`config.mk`:
```
export PLATFORM = sky130hd
export DESIGN_NAME = skf_queue
export DESIGN_NICKNAME = d
export VERILOG_FILES = /design/src/hdl/skf_queue.sv
export SDC_FILE = /design/constraint.sdc
export NUM_CORES = 1
export LEC_CHECK = 0
export ABC_AREA = 1
export BUFFER_PORTS_ARGS = -buffer_cell sky130_fd_sc_hd__clkbuf_2
export CORE_AREA = 4 4 41 43
export DETAILED_ROUTE_END_ITERATION = 8
export DIE_AREA = 0 0 45 47
export MAX_ROUTING_LAYER = met4
export PLACE_DENSITY = 0.64
export SLEW_MARGIN = 10
export SYNTH_ARGS = -nofsm -noshare
export SYNTH_HDL_FRONTEND = slang
export SYNTH_SLANG_ARGS = --single-unit
```
`constraint.sdc`:
```
create_clock -name clk_i -period 2.49 [get_ports clk_i]
set_clock_uncertainty 0.1 [all_clocks]
set_input_delay 0.498 -clock clk_i [delete_from_list [all_inputs] [get_ports clk_i]]
set_output_delay 0.498 -clock clk_i [all_outputs]
set_load 0.02 [all_outputs]
```
`src/hdl/skf_queue.sv`:
```
// small synchronous queue with registered count
// depends on nothing but its type parameter
module skf_queue #(
  parameter type T     = logic,
  parameter int  DEPTH = 4
) (
  input  logic clk_i,
  input  logic rst_ni,
  input  logic push_i,
  input  T     data_i,
  output logic full_o,
  input  logic pop_i,
  output T     data_o,
  output logic empty_o
);

  localparam int AW = $clog2(DEPTH);

  T                mem [DEPTH];
  logic [AW-1:0]   wr_q, rd_q;
  logic [AW:0]     cnt_q;
  logic            do_push, do_pop;

  assign full_o  = (cnt_q == (AW+1)'(DEPTH));
  assign empty_o = (cnt_q == '0);
  assign do_push = push_i && !full_o;
  assign do_pop  = pop_i && !empty_o;
  assign data_o  = mem[rd_q];

  always_ff @(posedge clk_i) begin
    if (do_push) begin
      mem[wr_q] <= data_i;
    end
  end

  always_ff @(posedge clk_i or negedge rst_ni) begin
    if (!rst_ni) begin
      wr_q  <= '0;
      rd_q  <= '0;
      cnt_q <= '0;
    end else begin
      if (do_push) wr_q <= wr_q + AW'(1);
      if (do_pop) rd_q <= rd_q + AW'(1);
      if (do_push && !do_pop) cnt_q <= cnt_q + (AW+1)'(1);
      else if (do_pop && !do_push) cnt_q <= cnt_q - (AW+1)'(1);
    end
  end

endmodule

```
==> metrics.yaml <==
ctsLongestPathBuffers: 2
cp.required_ps: 2540
end_kind: "flip-flop"
synth_top_area_cell: "dfrtp_1"
area_growth_pct: 14.2
crit_path_cell_trace: "inv_2 > nand3_2 > nand2_4 > inv_1 > ha_1 > inv_1 > fa_1 > nand2_1 > o21ai_0"
ys_warn_count: 0
fp.dieW_um: 45
fin_nets: 97
rsz0062_at_grt: "false"
maxSlewViolCount: 0
grt_usage_pct: 11.5
status: "completed"
slowest_delay_ps: 430
drc_errors: 0
max_slew.worst_pin.slew_ps: 179
num-fill-cells: 125
via_per_inst: 4.56
p_int_w: 0.000473
cts_buffers: 3
path_clk_slew_ps: 60
timing_hold_violations_final: 0
crit_buf_inv: 3
postPlaceCellArea_um2: 687
synth_seq_cells: 11
crit_type: "flip-flop to flip-flop"
syn_inst: 73
drive_above_1_share_pct: 18.8
p_switching_w: 0.000358
synth_fp_nets: 84
ir_drop_v: 0.000537
cp_num_cells: 9
dieHeight_um: 47
synth.top_cell.area_share_pct: 27.7
power_frac_comb_pct: 47.2
htreeDepth: 1
setup_viol: 0
multiInputGateArea_um2: 263
synth_seq_area_share_pct: 46.6
critPathArrivalTime_ps: 1910
power.density_nw_per_um2: 1150
cts_sinks: 11
finalCritPeriodShare_pct: 74.6
relSlewSlack_pct: 88.1
regArea_um2: 295
dr_wl_met2_um: 414
drtIter0Drc: 2
cp-startpoint: "cnt_q[0]"
p_clk_share_pct: 14.1
grt_antenna_before_repair: 0
seq_power_share_pct: 38.7
gp_congestion: 0.714
r2r-start: "cnt_q[0]"
tns_ps: 0
max_freq_mhz: 538
cpMostUsedCell: "inv_1"
grt_max_degree: 8
dr.pass1.iters: 2
cts_root_buf: "clkbuf_4"
wl_met1_um: 405
cts_tree: "yes"
core_area_um2: 1300
ant_nets: 0
worstPathMaxFanout: 7
crit_family: "adder cells"
top_layer_used: "met4"
routed_wl_um: 902
avgRoutedWirePerCell_um: 9.02
syn_avg_cell_area_um2: 8.67
maxCapViolations: 0
dr_total_vias: 456
grt_overflow: 0
reg2reg_slack_ps: 630
cp-endpoint: "cnt_q[1]"
ff2ff_path_depth: 9
dieArea_um2: 2120
met3_length_um: 41
clk_latency_ps: 270
grt_pass1_vias: 395
r2r_end: "cnt_q[1]"
diodes: 0
ys_types: 16
start_util_pct: 48.7
hpwlAfterDp_um: 722
worst_path_max_delay_cell: "dfrtp_1"
post-route-min-period_ps: 1860
boundaryPins: 8
leakagePower_nw: 0.403
grt_first_pass_wirelength_um: 1560
design_area_um2: 723
syn_area_um2: 633
io_buffers: 7
hold_class: "primary input to flip-flop"
startpoint_type: "flip-flop"
p_sw_share_pct: 43.1
num_rows: 13
cts_resized: 0
synthTopCellsByArea: "dfrtp_1, edfxtp_1, inv_1"
==> flip-flops by register name, indices dropped and copies added (netlist names) <==
signal and count:
mem 4, rd_q 2, cnt_q 3, wr_q 2
==> final cells by class <==
class / count / area share (%)
multi-input cells: 42 / 36.3
repair buffers: 8 / 6.23
well taps: 15 / 2.60
clock buffers: 4 / 3.63
inverters: 20 / 10.4
flip-flops and latches: 11 / 40.8
==> worst reg2reg max path: cells and delay by family (launching register included) <==
kind / cells / cell delay (ps)
flops: 1 / 430
buf+inv: 3 / 230
compound gates: 1 / 70
simple gates: 3 / 310
fa+ha+maj: 2 / 610
==> per-stage QoR <==
stage | total power [W] | setup slack [ps] | utilization (%) | std cells | hold slack (ps)
after floorplan | 0.000631 | 750 | - | 73 | 102
after global routing | 0.000931 | 455 | 55.6 | 100 | 344
after global placement | 0.000715 | 660 | 52.8 | 95 | 245
final | 0.000832 | 631 | 55.6 | 100 | 351
after CTS | 0.000847 | 618 | 55.6 | 100 | 344
after detailed placement | 0.000724 | 630 | 52.8 | 95 | 244
==> synth_stat cells <==
cell	number
nor2_1	4
fa_1	1
inv_1	18
dfrtp_1	7
xnor2_1	1
o21ai_0	1
nand2_2	1
nand2_1	18
o211ai_1	2
inv_2	2
nand2_4	1
nand4_1	1
nand3_2	2
ha_1	5
edfxtp_1	4
nand3_1	5
==> timing repair <==
item,in CTS,in global routing
setup buffers,0,0
hold buffers,1,0
endpoints found under the hold margin,7,0
==> kinds of logic after synthesis <==
kind of cell	after synthesis	synth area share [%]
compound gates	3	3.16
xor+xnor	1	1.38
fa+ha+maj	6	13.0
buf+inv	20	11.9
flops	11	46.6
simple gates	32	23.9
==> power groups by stage <==
stage | Combinational (W) | Sequential [W] | Clock [W]
6_report | 0.000393 | 0.000322 | 0.000117
5_1_grt | 0.000467 | 0.000332 | 0.000132
4_1_cts | 0.000402 | 0.000322 | 0.000123
3_5_place_dp | 0.000399 | 0.000325 | 0
3_3_place_gp | 0.000392 | 0.000323 | 0
2_1_floorplan | 0.000317 | 0.000314 | 0
==> worst min path at each step <==
stage                      start       end  slack (ps)  depth (start not counted)
after floorplan           rst_ni  cnt_q[0]         100                          0
after global placement    rst_ni  cnt_q[0]         240                          1
after detailed placement  rst_ni  cnt_q[2]         240                          1
after CTS                 data_i    mem[0]         340                          1
after global routing      data_i    mem[0]         340                          1
final                     data_i    mem[0]         350                          1
==> layout by cell type (no fill, tap or decap) <==
master and count:
ha_1 5, dlygate4sd3_1 1, inv_1 18, nor2_1 4, nand2_4 1, nand3_1 5, nand2_2 1, clkbuf_1 1
edfxtp_1 4, nand3_2 2, dfrtp_1 7, nand4_1 1, fa_1 1, clkbuf_4 3, o21ai_0 1, o211ai_1 2
nand2_1 18, inv_2 2, clkbuf_2 7, xnor2_1 1
==> routing by layer <==
layer	GRT usage, %	vias up
li1	-	244
met5	-	-
met2	15.8	8
met4	10.5	0
met1	13.3	199
met3	3.45	5
Note: power is estimated with default switching activity, not from simulation.
