### src/hdl/skf_pkg.sv
// shared widths, item and result types and saturating arithmetic helpers
// no dependencies
package skf_pkg;

  localparam int DW = 32;          // signed data width
  localparam int FB = 20;          // fraction bits
  localparam int VW = DW - 1;      // unsigned variance width
  localparam int QB = DW + 1;      // quotient bits of the long division
  localparam int NW = 2 * DW;      // full product width
  localparam int SW = DW + 3;      // headroom for saturating sums
  localparam int CW = 8;           // component index width on the ports
  localparam int MAX_COMP_DEF = 256;
  localparam int MID_DEPTH = 4;
  localparam int RES_DEPTH = 2;

  localparam logic [VW-1:0] TAU2_RESET = VW'(1048576);
  localparam logic [VW-1:0] VMAX = '1;
  localparam logic signed [DW-1:0] SMAX = {1'b0, {(DW-1){1'b1}}};
  localparam logic signed [DW-1:0] SMIN = {1'b1, {(DW-1){1'b0}}};

  typedef enum logic {
    OP_LOAD = 1'b0,
    OP_STEP = 1'b1
  } op_e;

  typedef struct packed {
    op_e                    op;
    logic [CW-1:0]          comp;
    logic                   is_pair;
    logic signed [DW-1:0]   g11;
    logic signed [DW-1:0]   g12;
    logic [VW-1:0]          spec;
    logic                   first;
    logic signed [DW-1:0]   w1;
    logic signed [DW-1:0]   w2;
  } item_t;

  typedef struct packed {
    logic [CW-1:0]          comp;
    logic signed [DW-1:0]   pm1;
    logic signed [DW-1:0]   pm2;
    logic [VW-1:0]          pv;
    logic signed [DW-1:0]   fm1;
    logic signed [DW-1:0]   fm2;
    logic [VW-1:0]          fv;
  } res_t;

  function automatic logic [DW-1:0] mag(input logic signed [DW-1:0] a);
    return a[DW-1] ? ((~$unsigned(a)) + DW'(1)) : $unsigned(a);
  endfunction

  function automatic logic signed [SW-1:0] sx(input logic signed [DW-1:0] a);
    return $signed({{(SW-DW){a[DW-1]}}, a});
  endfunction

  function automatic logic signed [SW-1:0] ux(input logic [QB-1:0] m);
    return $signed({{(SW-QB){1'b0}}, m});
  endfunction

  function automatic logic signed [DW-1:0] sat_wide(input logic signed [SW-1:0] s);
    if (s > sx(SMAX)) return SMAX;
    if (s < sx(SMIN)) return SMIN;
    return $signed(s[DW-1:0]);
  endfunction

  // product magnitude scaled back and clamped to the variance range
  function automatic logic [VW-1:0] umul_sat(input logic [NW-1:0] p);
    logic [NW-1:0] s;
    s = p >> FB;
    return (s > NW'(VMAX)) ? VMAX : s[VW-1:0];
  endfunction

  // product magnitude scaled back, signed and clamped
  function automatic logic signed [DW-1:0] smul_sat(input logic neg,
                                                    input logic [NW-1:0] p);
    logic [NW-1:0] m;
    logic [NW-1:0] lim;
    m = p >> FB;
    lim = neg ? (NW'(1) << (DW-1)) : ((NW'(1) << (DW-1)) - NW'(1));
    if (m > lim) return neg ? SMIN : SMAX;
    return neg ? -$signed(m[DW-1:0]) : $signed(m[DW-1:0]);
  endfunction

endpackage

### src/hdl/skf_queue.sv
// small synchronous queue with registered count
// depends on nothing but its type parameter
module skf_queue #(
  parameter type T     = logic,
  parameter int  DEPTH = 4
) (
  input  logic clk_i,
  input  logic rst_ni,
  input  logic push_i,
  input  T     data_i,
  output logic full_o,
  input  logic pop_i,
  output T     data_o,
  output logic empty_o
);

  localparam int AW = $clog2(DEPTH);

  T                mem [DEPTH];
  logic [AW-1:0]   wr_q, rd_q;
  logic [AW:0]     cnt_q;
  logic            do_push, do_pop;

  assign full_o  = (cnt_q == (AW+1)'(DEPTH));
  assign empty_o = (cnt_q == '0);
  assign do_push = push_i && !full_o;
  assign do_pop  = pop_i && !empty_o;
  assign data_o  = mem[rd_q];

  always_ff @(posedge clk_i) begin
    if (do_push) begin
      mem[wr_q] <= data_i;
    end
  end

  always_ff @(posedge clk_i or negedge rst_ni) begin
    if (!rst_ni) begin
      wr_q  <= '0;
      rd_q  <= '0;
      cnt_q <= '0;
    end else begin
      if (do_push) wr_q <= wr_q + AW'(1);
      if (do_pop) rd_q <= rd_q + AW'(1);
      if (do_push && !do_pop) cnt_q <= cnt_q + (AW+1)'(1);
      else if (do_pop && !do_push) cnt_q <= cnt_q - (AW+1)'(1);
    end
  end

endmodule

### src/hdl/skf_front.sv
// front end: takes input transfers, drops out-of-range components, queues items
// depends on skf_pkg and skf_queue
module skf_front import skf_pkg::*; #(
  parameter int MAX_COMPONENTS = MAX_COMP_DEF
) (
  input  logic                 clk_i,
  input  logic                 rst_ni,
  input  logic                 push,
  output logic                 full,
  input  logic                 operation_i,
  input  logic [CW-1:0]        component_i,
  input  logic                 is_pair_i,
  input  logic signed [DW-1:0] coef_damp_cos_i,
  input  logic signed [DW-1:0] coef_damp_sin_i,
  input  logic [VW-1:0]        coef_spectrum_i,
  input  logic                 first_step_i,
  input  logic signed [DW-1:0] obs_first_i,
  input  logic signed [DW-1:0] obs_second_i,
  output item_t                head_o,
  output logic                 head_valid_o,
  input  logic                 head_pop_i
);

  item_t item;
  logic  in_range;
  logic  q_empty;

  assign in_range = int'(component_i) < MAX_COMPONENTS;

  always_comb begin
    item.op      = op_e'(operation_i);
    item.comp    = component_i;
    item.is_pair = is_pair_i;
    item.g11     = coef_damp_cos_i;
    item.g12     = coef_damp_sin_i;
    item.spec    = coef_spectrum_i;
    item.first   = first_step_i;
    item.w1      = obs_first_i;
    item.w2      = obs_second_i;
  end

  // an out-of-range item is taken and dropped here
  skf_queue #(.T(item_t), .DEPTH(MID_DEPTH)) u_mid (
    .clk_i   (clk_i),
    .rst_ni  (rst_ni),
    .push_i  (push && in_range),
    .data_i  (item),
    .full_o  (full),
    .pop_i   (head_pop_i),
    .data_o  (head_o),
    .empty_o (q_empty)
  );

  assign head_valid_o = !q_empty;

endmodule

### config.mk
export PLATFORM = sky130hd
export DESIGN_NAME = skf_front
export DESIGN_NICKNAME = d
export VERILOG_FILES = /design/src/hdl/skf_pkg.sv /design/src/hdl/skf_queue.sv /design/src/hdl/skf_front.sv
export SDC_FILE = /design/constraint.sdc
export NUM_CORES = 1
export LEC_CHECK = 0
export BUFFER_PORTS_ARGS = -buffer_cell sky130_fd_sc_hd__buf_4
export CAP_MARGIN = 20
export CELL_PAD_IN_SITES_DETAIL_PLACEMENT = 0
export CELL_PAD_IN_SITES_GLOBAL_PLACEMENT = 2
export CORE_MARGIN = 10
export CORE_UTILIZATION = 35
export CTS_CLUSTER_DIAMETER = 30
export DETAILED_ROUTE_END_ITERATION = 8
export PLACE_DENSITY_LB_ADDON = 0.2
export SETUP_SLACK_MARGIN = 0.5
export SLEW_MARGIN = 10
export SYNTH_ARGS = -nofsm -noshare
export SYNTH_HDL_FRONTEND = slang
export SYNTH_SLANG_ARGS = --single-unit
### constraint.sdc
create_clock -name clk_i -period 13.5 [get_ports clk_i]
set_input_delay 2.7 -clock clk_i [delete_from_list [all_inputs] [get_ports clk_i]]
set_output_delay 2.7 -clock clk_i [all_outputs]
set_load 0.02 [all_outputs]
==> metrics.txt, run 1 <==
row count=97; Die Y=about 290 µm; total grt overflow=0; clock sinks=687; Final Hold Viols=0; DRT Wirelength=57530 µm; Setup-failing EPs final=0; Yosys top cell area share=0.8200; IO Count=346; DR pass1 iterations=5; H-tree levels=4; Reg-to-Reg End=u_mid.mem[0][41]$_DFFE_PP_; Yosys cell types=21; leading area contributor after synthesis=edfxtp_1; largest net degree at the start of global routing=94; cell family with most CP delay=buffers and inverters; syn_area_per_cell=26.98 µm²; Vias/cell=4.732; outcome=finished, final reports clean; Cells after Synth=923; Syn Nets=1103; Crit Path Class=reg2out; HP Class=reg2reg; synth cell count leaders=edfxtp_1, mux4_2, buf_2, buf_6, dfrtp_1; setup tns final=0 ns; flops & latches, synth=slightly below 700; CP Data Arrival Time=4.18 ns; Synth Cell Area=~0.025 mm²; top-count cell post-synth=edfxtp_1; GPL Wtd Cong=0.7278; total CTS buffers=152; Buf/Inv on CP=3; crit share post-route=0.5099; async set-reset flop share out of synthesis=0.01019; CP max stage cell=dfrtp_4; hold-fix buffers at CTS=0; Slew Viols, Final=0; Worst Tran Pin Value=1.051 ns; flop2flop setup slack=just over 10 ns; reg2reg start=u_mid.cnt_q[2]$_DFFE_PN0P_; f_max=roughly 150 MHz; Top FF cell, synth=edfxtp_1; Synth area leaders=edfxtp_1, mux4_2, dfrtp_1, buf_6, buf_2; post-detail-place hpwl=34330 µm; cell mode on critical path=buf_4; skew final=roughly 0.027 ns; max_cap viols=0; Bufs on Longest Clock Path=3; Final WS setup=6.616 ns; Setup WS pre-CTS=7.229 ns; min-delay src=u_mid.cnt_q[2]$_DFFE_PN0P_; Final min period=6.884 ns; antenna violations before repair=10; CP Capture Type=output pin; DRC viols=0; CTS tree=built; Seq/Total Area, Yosys=0.8271; RSZ-0062 raised after global routing=no; starting DRC count in detailed routing=660; relative slew slack=0.2993; die width=286.7 µm; leakage=between 10 and 15 nW; vias in the first global route=12910; clk_lat worst skew=0.70 ns; DRT antenna net count=0; routed vias=11650; Pwr Density=266.6 mW/mm²; worst path cell trace=buf_4, buf_4, mux4_2, buf_4; share of cells above drive strength 1=0.5053; gr usage total=0.1402; Core Box Area=approximately 0.07 mm²; CTS clk-pin slew, worst paths=0.04 ns; cells resized by post-CTS repair=0; Post-synth EDFFs=a little under 700; Port Buffers=345; dpl cell area=0.02855 mm²; post-CTS setup buffers=0; Slowest Stage Delay on Critical Path=0.97 ns; Peak VDD IR=172.5 µV; synth-to-layout area growth=35.43%; Critical Path RT=10.80 ns; fillers=5754; Final #Nets=between 1500 and 2000; initial core utilization=0.3544; clk root buf=clkbuf_16; Hold Path End=u_mid.cnt_q[2]$_DFFE_PN0P_; routed length per instance=23.37 µm; synth warn=0; first-pass GRT wire length=85590 µm; worst r2r path cells=6; startpoint types=flop; Hold Crit Depth=1; design area=0.03372 mm²; die footprint=0.08222 mm²; Critical Path Fanout Max=61
==> sequential cells by signal, summed over array words and instances (netlist names) <==
| signal | flops |
|---|---|
| u_mid.mem | 680 |
| u_mid.cnt_q | 3 |
| u_mid.rd_q | 2 |
| u_mid.wr_q | 2 |
==> cells in the final DEF (no fill, tap or decap), drive strengths merged <==
master    Yosys  final
nor2b         1      1
bufinv        0     21
xor2          2      2
fa            1      1
dfrtp         7      7
nand3         1      1
mux2          2      2
mux4        170    170
ha            5      5
nand2         1      1
inv           3     17
diode         0      2
or3           1      1
xnor2         4      4
clkinvlp      0     15
and2          4      4
edfxtp      680    680
nor2          1      1
clkinv        0     49
nor3b         1      1
clkbuf        6    178
buf          33    359
==> layer usage <==
layer	track usage	part of all wire	up-vias	routed length, µm
li1	-	-	5033	-
met1	0.1736	0.41	6076	23460
met2	0.2147	0.48	407	27620
met3	0.06125	0.087	119	4979
met4	0.05433	0.024	16	1359
met5	0	0.0019	-	111
==> final cells by class <==
type	count	area, µm²	area share
timing repair buffer	359	2708	0.08029
inverter	3	11.26	0.0003339
multi-input combinational	194	4054	0.1202
clock buffer	178	3965	0.1176
sequential	687	20600	0.6109
tap	940	1176	0.03487
clock inverter	99	1204	0.03569
antenna	2	5.005	0.0001484
==> power by group <==
group	internal (mW)	total, mW	switching, mW
sequential	2.83	2.99	0.154
combinational	1.03	2.37	1.34
clock	2.50	3.64	1.14
total	6.36	8.99	2.63
==> how the worst max path moves through the flow <==
stage / startpoint / to / slack, ns / depth (start not counted)
after floorplan: push / u_mid.mem[0][0]$_DFFE_PP_ / 6.09 / 3
after global placement: u_mid.rd_q[1]$_DFFE_PN0P_ / head_o[147] / 7.20 / 4
after detailed placement: u_mid.rd_q[1]$_DFFE_PN0P_ / head_o[126] / 7.23 / 4
after CTS: u_mid.rd_q[1]$_DFFE_PN0P_ / head_o[126] / 6.46 / 4
after global routing: u_mid.rd_q[1]$_DFFE_PN0P_ / head_o[140] / 6.39 / 4
final: u_mid.rd_q[1]$_DFFE_PN0P_ / head_o[140] / 6.62 / 4
==> through the flow <==
step | hold WS [ns] | power, mW | utilization | std cells
final | 0.4821 | 8.991 | 0.4799 | 2462
after detailed placement | 0.4714 | 5.488 | 0.4063 | 2183
after CTS | 0.4862 | 9.182 | 0.4799 | 2460
after global placement | 0.4624 | 5.480 | 0.4063 | 2183
after global routing | 0.5038 | 9.415 | 0.4799 | 2460
after floorplan | 0.4471 | 4.508 | - | 923
==> kinds of logic (layout without fill, tap and decap cells) <==
logic type,after synthesis,in the layout,share of synthesized area
flip-flops,687,687,0.8271
multiplexers,172,172,0.1547
buffers and inverters,42,639,0.01055
AND/OR/NAND/NOR,10,10,0.002311
adder cells (fa/ha/maj),6,6,0.003316
XOR/XNOR,6,6,0.002110
other,0,2,0
Power figures use the tool's default switching activity.
==> run 2, diff against run 1 <==
Clock period 13.5 ns to 6.7 ns, I/O delays scaled along.
==> run 2 against run 1 <==
Compared with the run above: wire length shrank 1.9%; count of clock-buffer cells in the layout down 13; critical path type unchanged; hold slack lost 0.0046 ns; sequential share of layout area is 0.71 points higher; sequential cell count unchanged; largest power group unchanged.
==> metrics.txt, run 2 (synthesis results as in run 1) <==
cells resized by post-CTS repair=0 (unchanged); Pwr Density=524.4 mW/mm² (was 266.6 mW/mm²); RSZ-0062 raised after global routing=no (unchanged); DRT antenna net count=0 (unchanged); DRC viols=0 (unchanged); clock sinks=687 (unchanged); DR pass1 iterations=4 (was 5); Critical Path Fanout Max=58 (was 61); vias in the first global route=12880 (was 12910); max reg flops=680 (unchanged); outcome=finished, final reports clean (unchanged); die width=286.7 µm (unchanged); CTS clk-pin slew, worst paths=0.04 ns (about the same); DRT Wirelength=56460 µm (was 57530 µm); Die Y=286.7 µm (unchanged); post-CTS setup buffers=0 (unchanged); skew final=0.01839 ns (was 0.02716 ns); leakage=11.54 nW (was 11.71 nW); startpoint types=flop (unchanged); commonest non-fill, non-tap cell in the layout=edfxtp_1 (unchanged); most frequent cells in the layout=edfxtp_1, buf_4, mux4_2, clkbuf_16, clkinv_1 (was edfxtp_1, buf_4, mux4_2, clkbuf_16); total CTS buffers=141 (was 152); worst path cell trace=buf_16, buf_12, mux4_2, buf_4 (was buf_4, buf_4, mux4_2, buf_4); clk_lat worst skew=0.68 ns (was 0.70 ns); Total Power=17.48 mW (was 8.991 mW); Slew Viols, Final=0 (unchanged); Final #Nets=1572 (was 1577); H-tree levels=4 (unchanged); first-pass GRT wire length=83210 µm (was 85590 µm); Core Box Area=0.07027 mm² (unchanged); largest net degree at the start of global routing=82 (was 94); HP Class=reg2reg (unchanged); Top reg by flops=u_mid.mem (unchanged); total grt overflow=0 (unchanged); f_max=235.1 MHz; crit share post-route=0.6349; routed vias=11450 (was 11650); Ant. Diodes=0 (was 2); largest registers=u_mid.mem x680, u_mid.cnt_q x3 (unchanged); wl on met1=22860 µm (was 23460 µm); Final Hold Viols=0 (unchanged); Crit Path Class=reg2out (unchanged); top sig layer=met5 (unchanged); synth-to-layout area growth=33.88% (was 35.43%); starting DRC count in detailed routing=589 (was 660); fin cells=2440 (was 2462); share of cells above drive strength 1=0.4987 (was 0.5053); Bufs on Longest Clock Path=3 (unchanged); Port Buffers=345 (unchanged); antenna violations before repair=5 (was 10); Setup-failing EPs final=0 (unchanged); Final min period=4.254 ns; die footprint=0.08222 mm² (unchanged); IO Count=346 (unchanged); post-detail-place hpwl=33630 µm (was 34330 µm); Worst Tran Pin Value=0.9648 ns (was 1.051 ns); placed cell count=2188 (was 2183); GPL Wtd Cong=0.6656 (was 0.7278); CP max stage cell=mux4_2 (was dfrtp_4); Vias/cell=4.693 (was 4.732); WL met3=4944 µm (was 4979 µm); initial core utilization=0.3544 (unchanged); relative slew slack=0.3568 (was 0.2993); hold-fix buffers at CTS=0 (unchanged); gr usage total=0.1370 (was 0.1402); Slowest Stage Delay on Critical Path=0.59 ns (was 0.97 ns); Peak VDD IR=329.0 µV (was 172.5 µV); routed length per instance=23.14 µm (was 23.37 µm); max_cap viols=0 (unchanged); clk root buf=clkbuf_16 (unchanged); Critical Path RT=5.36 ns (was 10.80 ns); CP Capture Type=output pin (unchanged); setup tns final=0 ns (unchanged); row count=97 (unchanged); CTS tree=built (unchanged); CP Data Arrival Time=2.91 ns (was 4.18 ns); met2 WL=27370 µm (was 27620 µm)
==> run 2: cell types whose count changed in the layout (fill, tap and decap cells not counted), moves of 5 or more <==
| cell | previous run | this run |
|---|---|---|
| inv_6 | 11 | 6 |
| bufinv_16 | 21 | 15 |
| buf_12 | 1 | 7 |
| clkbuf_16 | 155 | 145 |
| clkinvlp_4 | 15 | 10 |
==> run 2: critical path: cells and delay by family (launching register included) <==
kind / cells / cell delay (ns)
buffers and inverters: 3 / 0.92
flip-flops: 1 / 0.58
multiplexers: 1 / 0.59
==> run 2: final timing paths <==
kind	startpoint	endpoint	slack [ns]	cells after the start
worst max-delay path	u_mid.rd_q[0]$_DFFE_PN0P_	head_o[39]	2.45	4
worst min-delay path	u_mid.cnt_q[2]$_DFFE_PN0P_	u_mid.cnt_q[2]$_DFFE_PN0P_	0.48	1
worst max register to register	u_mid.cnt_q[2]$_DFFE_PN0P_	u_mid.mem[2][28]$_DFFE_PP_	4.09	5
worst min register to register	u_mid.cnt_q[2]$_DFFE_PN0P_	u_mid.cnt_q[2]$_DFFE_PN0P_	0.48	1
max in group asynchronous	rst_ni	u_mid.rd_q[0]$_DFFE_PN0P_	6.05	1
min in group asynchronous	rst_ni	u_mid.rd_q[1]$_DFFE_PN0P_	0.49	1
==> run 2: where the power goes <==
group,switching (mW),internal [mW]
combinational,2.76,2.12
clock,2.15,4.52
sequential,0.247,5.70
==> run 2: cell type report <==
| type | instances | area, µm² |
|---|---|---|
| Multi-Input combinational cell | 194 | 4054 |
| Clock inverter | 86 | 933.4 |
| Sequential cell | 687 | 20600 |
| Inverter | 3 | 11.26 |
| Timing Repair Buffer | 365 | 2848 |
| Tap cell | 940 | 1176 |
| Clock buffer | 165 | 3714 |
| Fill cell | 5791 | 36930 |
==> run 2: layer usage <==
layer,global-route usage,vias up
li1,-,5006
met1,0.1637,5962
met2,0.2155,365
met3,0.06251,107
met4,0.05118,10
met5,0,-
==> run 2: through the flow <==
step	instance area (µm²)	utilization	setup WS, ns	hold slack, ns
after global placement	28660	0.4079	2.796	0.4621
after global routing	33340	0.4744	2.222	0.4504
after detailed placement	28660	0.4079	2.795	0.4742
after CTS	33310	0.4740	2.046	0.4365
final	33340	0.4744	2.446	0.4775
after floorplan	24900	-	0.6482	0.4471
==> run 3, diff against run 2 <==
Clock period 6.7 ns to 4 ns, I/O delays scaled along.
==> run 3 against run 2 <==
Compared with the run above: critical path depth down 1; critical path type unchanged; wire length is 2.6% higher; sequential cell count unchanged; non-clock buffer count grew 23; final area rose by 1.8%; highest routed layer unchanged; sequential share of layout area is 1.1 points lower.
==> metrics.txt, run 3 (synthesis results as in run 1) <==
outcome=finished, final reports clean (unchanged); Register Area=0.02060 mm² (unchanged); Core Box Area=0.07027 mm² (unchanged); IO Count=346 (unchanged); post-detail-place hpwl=35610 µm (was 33630 µm); met2 WL=29170 µm (was 27370 µm); WL met3=4760 µm (was 4944 µm); routed vias=11720 (was 11450); crit share post-route=0.8310; reg2reg start=u_mid.cnt_q[2]$_DFFE_PN0P_ (unchanged); total grt overflow=0 (unchanged); startpoint types=flop (unchanged); DRT Wirelength=57940 µm (was 56460 µm); H-tree levels=4 (unchanged); Total Power=30.05 mW (was 17.48 mW); Setup-failing EPs final=0 (unchanged); CP Data Arrival Time=2.52 ns (was 2.91 ns); clock sinks=687 (unchanged); routed length per instance=23.41 µm (was 23.14 µm); CTS tree=built (unchanged); die width=286.7 µm (unchanged); max_cap viols=0 (unchanged); largest registers=u_mid.mem x680, u_mid.cnt_q x3 (unchanged); Final min period=3.324 ns; fillers=5796 (was 5791); area occupied by multi-input gates=0.004054 mm² (unchanged); gr usage total=0.1416 (was 0.1370); flop2flop setup slack=1.62 ns (was 4.09 ns); leakage=11.81 nW (was 11.54 nW); skew final=0.03633 ns (was 0.01839 ns); row count=97 (unchanged); HP Class=in2reg (was reg2reg); DRC viols=0 (unchanged); Peak VDD IR=434.8 µV (was 329.0 µV); Port Buffers=345 (unchanged); Final Hold Viols=0 (unchanged); setup tns final=0 ns (unchanged); Slew Viols, Final=0 (unchanged); Crit Path Class=reg2out (unchanged); GPL Wtd Cong=0.7108 (was 0.6656); die footprint=0.08222 mm² (unchanged); share of cells above drive strength 1=0.5140 (was 0.4987); CTS clk-pin slew, worst paths=0.05 ns (was 0.04 ns); Setup WS pre-CTS=1.108 ns (was 2.795 ns); Top reg by flops=u_mid.mem (unchanged); wl on met1=22560 µm (was 22860 µm); clk_lat worst skew=0.70 ns (was 0.68 ns); starting DRC count in detailed routing=578 (was 589); DR pass1 iterations=4 (unchanged); f_max=300.9 MHz; RSZ-0062 raised after global routing=no (unchanged); min-delay src=coef_damp_sin_i[1] (was u_mid.cnt_q[2]$_DFFE_PN0P_); Worst Tran Pin Value=0.7487 ns (was 0.9648 ns); Bufs on Longest Clock Path=3 (unchanged); max reg flops=680 (unchanged); commonest non-fill, non-tap cell in the layout=edfxtp_1 (unchanged); relative slew slack=0.5008 (was 0.3568); clk root buf=clkbuf_16 (unchanged); Final #Nets=1597 (was 1572); Vias/cell=4.734 (was 4.693); most frequent cells in the layout=edfxtp_1, buf_4, mux4_2, clkbuf_16, buf_12 (was edfxtp_1, buf_4, mux4_2, clkbuf_16, clkinv_1); first-pass GRT wire length=86190 µm (was 83210 µm); Reg-to-Reg End=u_mid.mem[3][148]$_DFFE_PP_ (was u_mid.mem[2][28]$_DFFE_PP_); Critical Path Fanout Max=28 (was 58); Die Y=286.7 µm (unchanged); Critical Path RT=3.20 ns (was 5.36 ns); synth-to-layout area growth=36.26% (was 33.88%); Hold Crit Depth=1 (unchanged); vias in the first global route=13020 (was 12880); CP Capture Type=output pin (unchanged); largest net degree at the start of global routing=93 (was 82); antenna violations before repair=8 (was 5); total CTS buffers=143 (was 141); Pwr Density=885.6 mW/mm² (was 524.4 mW/mm²); initial core utilization=0.3544 (unchanged); Final WS setup=0.6762 ns (was 2.446 ns); worst r2r path cells=4 (was 5); Hold Path End=u_mid.mem[2][97]$_DFFE_PP_ (was u_mid.cnt_q[2]$_DFFE_PN0P_); top sig layer=met5 (unchanged); DRT antenna net count=0 (unchanged)
[run 3: cell types whose count changed in the layout (fill, tap and decap cells not counted), sizes merged]
cell / change
buf: +22
clkbuf: -4
clkinv: +11
inv: +2
diode: +2
dlygate4sd3: +1
clkinvlp: +1
[run 3: how the worst max path moves through the flow]
stage	from	to	slack, ns	cells after the start
4_1_cts	u_mid.rd_q[0]$_DFFE_PN0P_	head_o[61]	0.54	3
6_report	u_mid.rd_q[0]$_DFFE_PN0P_	head_o[61]	0.68	3
5_1_grt	u_mid.rd_q[0]$_DFFE_PN0P_	head_o[61]	0.53	3
3_5_place_dp	u_mid.rd_q[0]$_DFFE_PN0P_	head_o[61]	1.11	3
3_3_place_gp	u_mid.rd_q[0]$_DFFE_PN0P_	head_o[61]	1.10	3
2_1_floorplan	push	u_mid.mem[0][0]$_DFFE_PP_	0.39	3
[run 3: layout make-up]
| class | instances | area share |
|---|---|---|
| Timing Repair Buffer | 388 | 0.09661 |
| Inverter | 3 | 0.0003319 |
| Clock inverter | 100 | 0.03286 |
| Sequential cell | 687 | 0.6072 |
| Tap cell | 940 | 0.03466 |
| Multi-Input combinational cell | 194 | 0.1195 |
| Antenna cell | 2 | 0.0001475 |
| Clock buffer | 161 | 0.1087 |
[run 3: per-stage QoR]
step / cells / util / cell area (µm²) / hold WS (ns)
global placement: 2209 / 0.4137 / 29070 / 0.4680
CTS: 2473 / 0.4828 / 33930 / 0.2421
detailed placement: 2209 / 0.4137 / 29070 / 0.4678
floorplan: 923 / - / 24910 / 0.4471
finish: 2475 / 0.4828 / 33930 / 0.2974
global route: 2473 / 0.4828 / 33930 / 0.2524
[run 3: what timing repair did]
item                       CTS  global route
setup buffers                2             0
hold endpoints to repair     7             0
gates resized for setup      0             0
setup endpoints to repair  107             0
hold buffers                 1             0
[run 3: per-layer routing]
layer / up-vias / track usage
li1: 5072 / -
met3: 118 / 0.05746
met5: - / 0
met2: 368 / 0.2292
met4: 16 / 0.05184
met1: 6142 / 0.1688
[run 3: power breakdown]
part	leakage [nW]	total [mW]	internal [mW]	switching (mW)
logic	3.18	8.66	3.88	4.79
registers	6.31	9.95	9.53	0.420
clock network	2.32	11.4	7.63	3.81
[run 3: critical path: stages, from the launching register on]
cell and delay (ns):
dfrtp_4 0.73, buf_12 0.32, mux4_2 0.60, buf_4 0.19
